==> src/rtl/core/tcpu_pkg.sv <==
// ----------------------------------------------------------------------------
// tcpu_pkg
// Shared sizes, opcodes, item types and controller/datapath handshake
// structs for the tiny processor step block.
// ----------------------------------------------------------------------------
`default_nettype none

package tcpu_pkg;

    // Storage sizes
    localparam int MEM_DEPTH   = 1024;
    localparam int REG_COUNT   = 16;
    localparam int STACK_DEPTH = 16;

    localparam int MEM_AW    = $clog2(MEM_DEPTH);
    localparam int REG_IDX_W = (REG_COUNT > 1) ? $clog2(REG_COUNT) : 1;
    localparam int STK_IDX_W = (STACK_DEPTH > 1) ? $clog2(STACK_DEPTH) : 1;
    localparam int STK_LVL_W = $clog2(STACK_DEPTH + 1);

    // Fixed field widths
    localparam int WORD_W  = 32;
    localparam int FIELD_W = 8;
    localparam int PC_W    = 11;

    // Opcodes
    localparam logic [FIELD_W-1:0] OP_ADD  = 8'h01;
    localparam logic [FIELD_W-1:0] OP_INC  = 8'h05;
    localparam logic [FIELD_W-1:0] OP_CALL = 8'h0E;
    localparam logic [FIELD_W-1:0] OP_RET  = 8'h0F;
    localparam logic [FIELD_W-1:0] OP_LD   = 8'h10;
    localparam logic [FIELD_W-1:0] OP_ST   = 8'h11;

    // Item modes
    localparam logic [1:0] MODE_LOAD = 2'd0;
    localparam logic [1:0] MODE_EXEC = 2'd1;
    localparam logic [1:0] MODE_READ = 2'd2;

    // Status codes; the halt register holds the same codes
    localparam logic [1:0] ST_OK       = 2'd0;
    localparam logic [1:0] ST_DONE     = 2'd1;
    localparam logic [1:0] ST_UNKNOWN  = 2'd2;
    localparam logic [1:0] ST_OVERFLOW = 2'd3;

    typedef struct packed {
        logic [1:0]  mode;
        logic [9:0]  address;
        logic [31:0] data;
        logic [3:0]  reg_index;
    } t_in_item;

    typedef struct packed {
        logic [31:0] read_value;
        logic [10:0] program_count;
        logic [1:0]  status;
    } t_out_item;

    typedef enum logic [2:0] {
        MEM_IDLE,
        MEM_CLEAR,
        MEM_LOAD,
        MEM_FETCH,
        MEM_OPERAND,
        MEM_STORE
    } t_mem_op;

    typedef enum logic [2:0] {
        S_CLEAR,
        S_IDLE,
        S_LOAD,
        S_RREAD,
        S_FETCH,
        S_DECODE,
        S_EXEC,
        S_RESULT
    } t_state;

    typedef struct packed {
        logic    take_in;
        t_mem_op mem_op;
        logic    read_reg;
        logic    decode;
        logic    exec;
        logic    load_out;
    } t_dp_cmd;

    typedef struct packed {
        logic clear_last;
        logic exec_blocked;
        logic out_free;
    } t_dp_status;

endpackage

`default_nettype wire

==> src/rtl/core/tcpu_ctrl.sv <==
// ----------------------------------------------------------------------------
// tcpu_ctrl
// Sequencer for the tiny processor: memory clear, load, register read and
// the fetch / decode / execute steps of one instruction.
// ----------------------------------------------------------------------------
`default_nettype none

module tcpu_ctrl (
    input  wire logic                i_clk,
    input  wire logic                i_rst_n,
    input  wire logic                i_in_valid,
    input  wire logic [1:0]          i_mode,
    input  tcpu_pkg::t_dp_status     i_st,
    output logic                     o_in_stall,
    output tcpu_pkg::t_dp_cmd        o_cmd
);
    import tcpu_pkg::*;

    t_state r_state, n_state;

    always_ff @(posedge i_clk) begin
        if (!i_rst_n) begin
            r_state <= S_CLEAR;
        end else begin
            r_state <= n_state;
        end
    end

    // Next state
    always_comb begin
        n_state = r_state;
        case (r_state)
            S_CLEAR: begin
                if (i_st.clear_last) n_state = S_IDLE;
            end
            S_IDLE: begin
                if (i_in_valid) begin
                    case (i_mode)
                        MODE_LOAD: n_state = S_LOAD;
                        MODE_READ: n_state = S_RREAD;
                        MODE_EXEC: n_state = i_st.exec_blocked ? S_RESULT : S_FETCH;
                        default:   n_state = S_RESULT;
                    endcase
                end
            end
            S_LOAD:   n_state = S_RESULT;
            S_RREAD:  n_state = S_RESULT;
            S_FETCH:  n_state = S_DECODE;
            S_DECODE: n_state = S_EXEC;
            S_EXEC:   n_state = S_RESULT;
            S_RESULT: begin
                if (i_st.out_free) n_state = S_IDLE;
            end
            default:  n_state = S_CLEAR;
        endcase
    end

    // Commands
    always_comb begin
        o_cmd      = '0;
        o_in_stall = (r_state != S_IDLE);
        case (r_state)
            S_CLEAR:  o_cmd.mem_op = MEM_CLEAR;
            S_IDLE:   o_cmd.take_in = i_in_valid;
            S_LOAD:   o_cmd.mem_op = MEM_LOAD;
            S_RREAD:  o_cmd.read_reg = 1'b1;
            S_FETCH:  o_cmd.mem_op = MEM_FETCH;
            S_DECODE: begin
                o_cmd.mem_op = MEM_OPERAND;
                o_cmd.decode = 1'b1;
            end
            S_EXEC: begin
                o_cmd.mem_op = MEM_STORE;
                o_cmd.exec   = 1'b1;
            end
            S_RESULT: o_cmd.load_out = i_st.out_free;
            default:  o_cmd = '0;
        endcase
    end

endmodule

`default_nettype wire

==> config.mk <==
export PLATFORM = sky130hd
export DESIGN_NAME = tcpu_ctrl
export DESIGN_NICKNAME = d
export VERILOG_FILES = /design/src/rtl/core/tcpu_pkg.sv /design/src/rtl/core/tcpu_ctrl.sv
export SDC_FILE = /design/constraint.sdc
export NUM_CORES = 1
export LEC_CHECK = 0
export BUFFER_PORTS_ARGS = -buffer_cell sky130_fd_sc_hd__clkbuf_2
export CELL_PAD_IN_SITES_DETAIL_PLACEMENT = 0
export CELL_PAD_IN_SITES_GLOBAL_PLACEMENT = 2
export CORE_MARGIN = 2
export CORE_UTILIZATION = 18
export CTS_CLUSTER_DIAMETER = 30
export DETAILED_ROUTE_END_ITERATION = 8
export PLACE_DENSITY = 0.78
export SYNTH_ARGS = -nofsm -noshare
export SYNTH_HDL_FRONTEND = slang
export SYNTH_SLANG_ARGS = --single-unit
==> constraint.sdc <==
create_clock -name i_clk -period 2.3 [get_ports i_clk]
set_input_delay 0.115 -clock i_clk [delete_from_list [all_inputs] [get_ports i_clk]]
set_output_delay 0.115 -clock i_clk [all_outputs]
set_load 0.01 [all_outputs]
==> results list <==
- The register with the most flip-flops in the layout has 3 of them.
- Maximum vdd ir drop: 207 uV
- Static power due to leakage: 0.173 nW
- CTS-repair resized insts: 0
- The tool flagged a number of max-cap violations equal to 0.
- Number of buffers inserted during clock tree synthesis: 3
- Kind of cell adding the most delay to the critical path: flip-flops
- Routed WL per cell: 8.69 um
- The finished layout holds 64 standard cells, fillers aside.
- Clock power share: 37.6%
- The final hold violation count came to 0.
* Worst-skew pair later-pin latency: roughly 0.22 ns
- In this run the worst hold path is classified as in2reg.
* Crit path launch type: register
- Leading register cell type out of synthesis: dfxtp_1
- Global-route wire length before repair: between 700 and 800 um
* GRT Overall Usage: under 10%
- Post-layout nets: 58
- After floorplanning, the core was sized to cover 1250 um^2.
- Number of global-route vias before repair: 197
- Type of destination of the critical path: output port
- Max_slew headroom: roughly three quarters
* Mean number of vias per cell: 4.23
* Critical Path, Cell by Cell: nor3b_2, or2_1, clkbuf_2
- Post-Syn Instances: 32
- Finish-stage setup viols: 0
* Final period utilization: roughly three fifths
* Post-Place Cell Area: ~320 um^2
* Worst path required time: roughly 2.2 ns
* Initial antenna violation count: 0
* Critical path type: reg2out
* Synthesized netlist net count: 40
- Number of enable-type register cells in the synthesized netlist: 0
- Hold Worst Slack: 0.131 ns
- CTS saw 3 sinks.
- Based on the critical path, the design can be clocked at up to ~0.73 GHz.
- Relative to the synthesized area, the layout overhead comes to 46.8%.
* Netlist area before placement: between 200 and 250 um^2
* Sequential group share of total power: between 30% and 40%
* Combinational share of power: ~29%
- Measured along the x axis, the die boundary spans ~40 um.
- Post-CTS Setup Bufs: 0
- The library cell used most frequently in the layout, excluding fill and tap cells, is clkbuf_2.
- For the worst setup path, the data arrival time is 1.25 ns.
- CP bufs+invs: 1
- Clock tree skew after final layout: between 0.001 and 0.0015 ns
- In this run the number of H-tree levels came out at 1.
- Fraction of synthesis flops using an asynchronous set or reset pin: 0%
* Number of antenna cells inserted: 0
* Most frequent cells in the layout: clkbuf_2, nor2_1
- TritonCTS clock tree: yes
- Power spread over the standard cell area amounts to 678 nW/um^2.
- Final sum of negative setup slack: 0 ns
* I/O Buffers: 16
* Total via count in the routed design: 271
* Die Area: roughly 1600 um^2
- After the first detailed-routing iteration, the DRC count stood at 1.
- Internal Power: 159 uW
- More flip-flops sit in one register than any other, and that register is r_state.
- The finished cells cover 345 um^2.
- Sw Share: 32.0%
* Ys Warns: 0
* Sw power: between 70 and 80 uW
* Per-instance average area after synthesis: 7.35 um^2
* Count of TritonRoute iterations in the first routing pass: 2
- 17 I/O pins were placed.
- The number of pins with negative max-slew slack in the final report is 0.
- Maximum number of buffers from clock root to sink: 2
- Fraction of final layout cells with drive strength greater than 1: 40.8%
- Biggest registers after layout: r_state (3)
- Routability-driven placement finished with a final weighted congestion of approximately 0.67.
- Die height: approximately 40 um
* Pin count of the biggest net entering global routing: 14
- Highest net fanout along the worst path: 13
- Sequential cells were found to cover 25.5% of the synthesized design area.
- Run status: finished, final reports clean
* Final ANT Viol Nets: 0
- Setup repair after global routing left no endpoint under its margin.
- Biggest cell delay along the critical path: 0.54 ns
* Routed wire length: between 500 and 600 um
- In this run, synthesis produced a sequential element count of 3.
- GRT overflow: 0
- Yosys mapped the design onto 19 distinct sky130hd cell types.
* Number of DRC violations after detailed routing: 0
- Critical-path top delay cell: dfxtp_1
- Clock-pin slew was measured on the worst setup and hold paths at about 0.04 ns.
* Starting density of the core: between 10% and 20%
* Buffer cell driving the clock tree root: clkbuf_4
- After layout, the minimum clock period comes to 1.37 ns.
- Cts-stage hold buffer count: 0
- Transition time at the pin with the least slew margin: approximately 0.37 ns
* DP Cell Count: 60
- Cell row count: 13
-- cell families after synthesis --
kind of cell	synth area share, %
AND/OR/NAND/NOR	39.9
AO/OA/AOI/OAI	18.6
buffers and inverters	7.98
flip-flops	25.5
XOR/XNOR	3.72
multiplexers	4.26
-- power groups by stage --
stage	Sequential (mW)	Combinational [mW]	Clock [mW]
floorplan	0.0630	0.0604	0
global placement	0.0795	0.0704	0
detailed placement	0.0790	0.0692	0
CTS	0.0782	0.0693	0.0904
global route	0.0802	0.0769	0.0937
finish	0.0780	0.0680	0.0880
-- final timing paths --
kind | startpoint | endpoint | slack [ns] | cells after the start
setup / recovery | r_state[0] | o_cmd[6] | 0.93 | 3
hold / removal | i_rst_n | r_state[0] | 0.13 | 2
setup reg to reg | r_state[0] | r_state[0] | 1.02 | 3
hold reg to reg | r_state[0] | r_state[2] | 0.63 | 2
-- synthesized netlist by cell type, types with 3 or more instances --
cell     count  area [um^2]
a21oi_1      3         15.0
buf_2        3         15.0
dfxtp_1      3         60.1
nand2_1      3         11.3
nor2_1       4         15.0
nor3_1       3         15.0
-- area by class of cell --
| type | count | area (um^2) |
|---|---|---|
| Clock buffer | 4 | 26.3 |
| Fill cell | 149 | 907 |
| Inverter | 1 | 3.75 |
| Multi-Input combinational cell | 25 | 156 |
| Sequential cell | 3 | 60.1 |
| Tap cell | 15 | 18.8 |
| Timing Repair Buffer | 16 | 80.1 |
-- worst register-to-register path, stage by stage, from the launching register on --
cell      delay, ns
dfxtp_1        0.54
nand2_1        0.12
a2111o_1       0.39
o211a_1        0.12
-- per-stage QoR --
stage | total power [mW] | setup WS [ns] | util [%]
final | 0.234 | 0.932 | 27.6
after global routing | 0.251 | 0.852 | 27.6
after CTS | 0.238 | 0.928 | 27.6
after detailed placement | 0.148 | 1.03 | 25.5
after global placement | 0.150 | 1.02 | 25.5
after floorplan | 0.123 | 1.21 | -
-- per-layer routing --
| layer | share of wire [%] | routed length [um] | GRT usage (%) |
|---|---|---|---|
| met1 | 43 | 240 | 6.93 |
| met2 | 52 | 287 | 14.1 |
| met3 | 5.0 | 28 | 0 |
| met4 | 0 | 0 | 0 |
| met5 | 0 | 0 | 0 |
(Power assumes the default switching activity.)
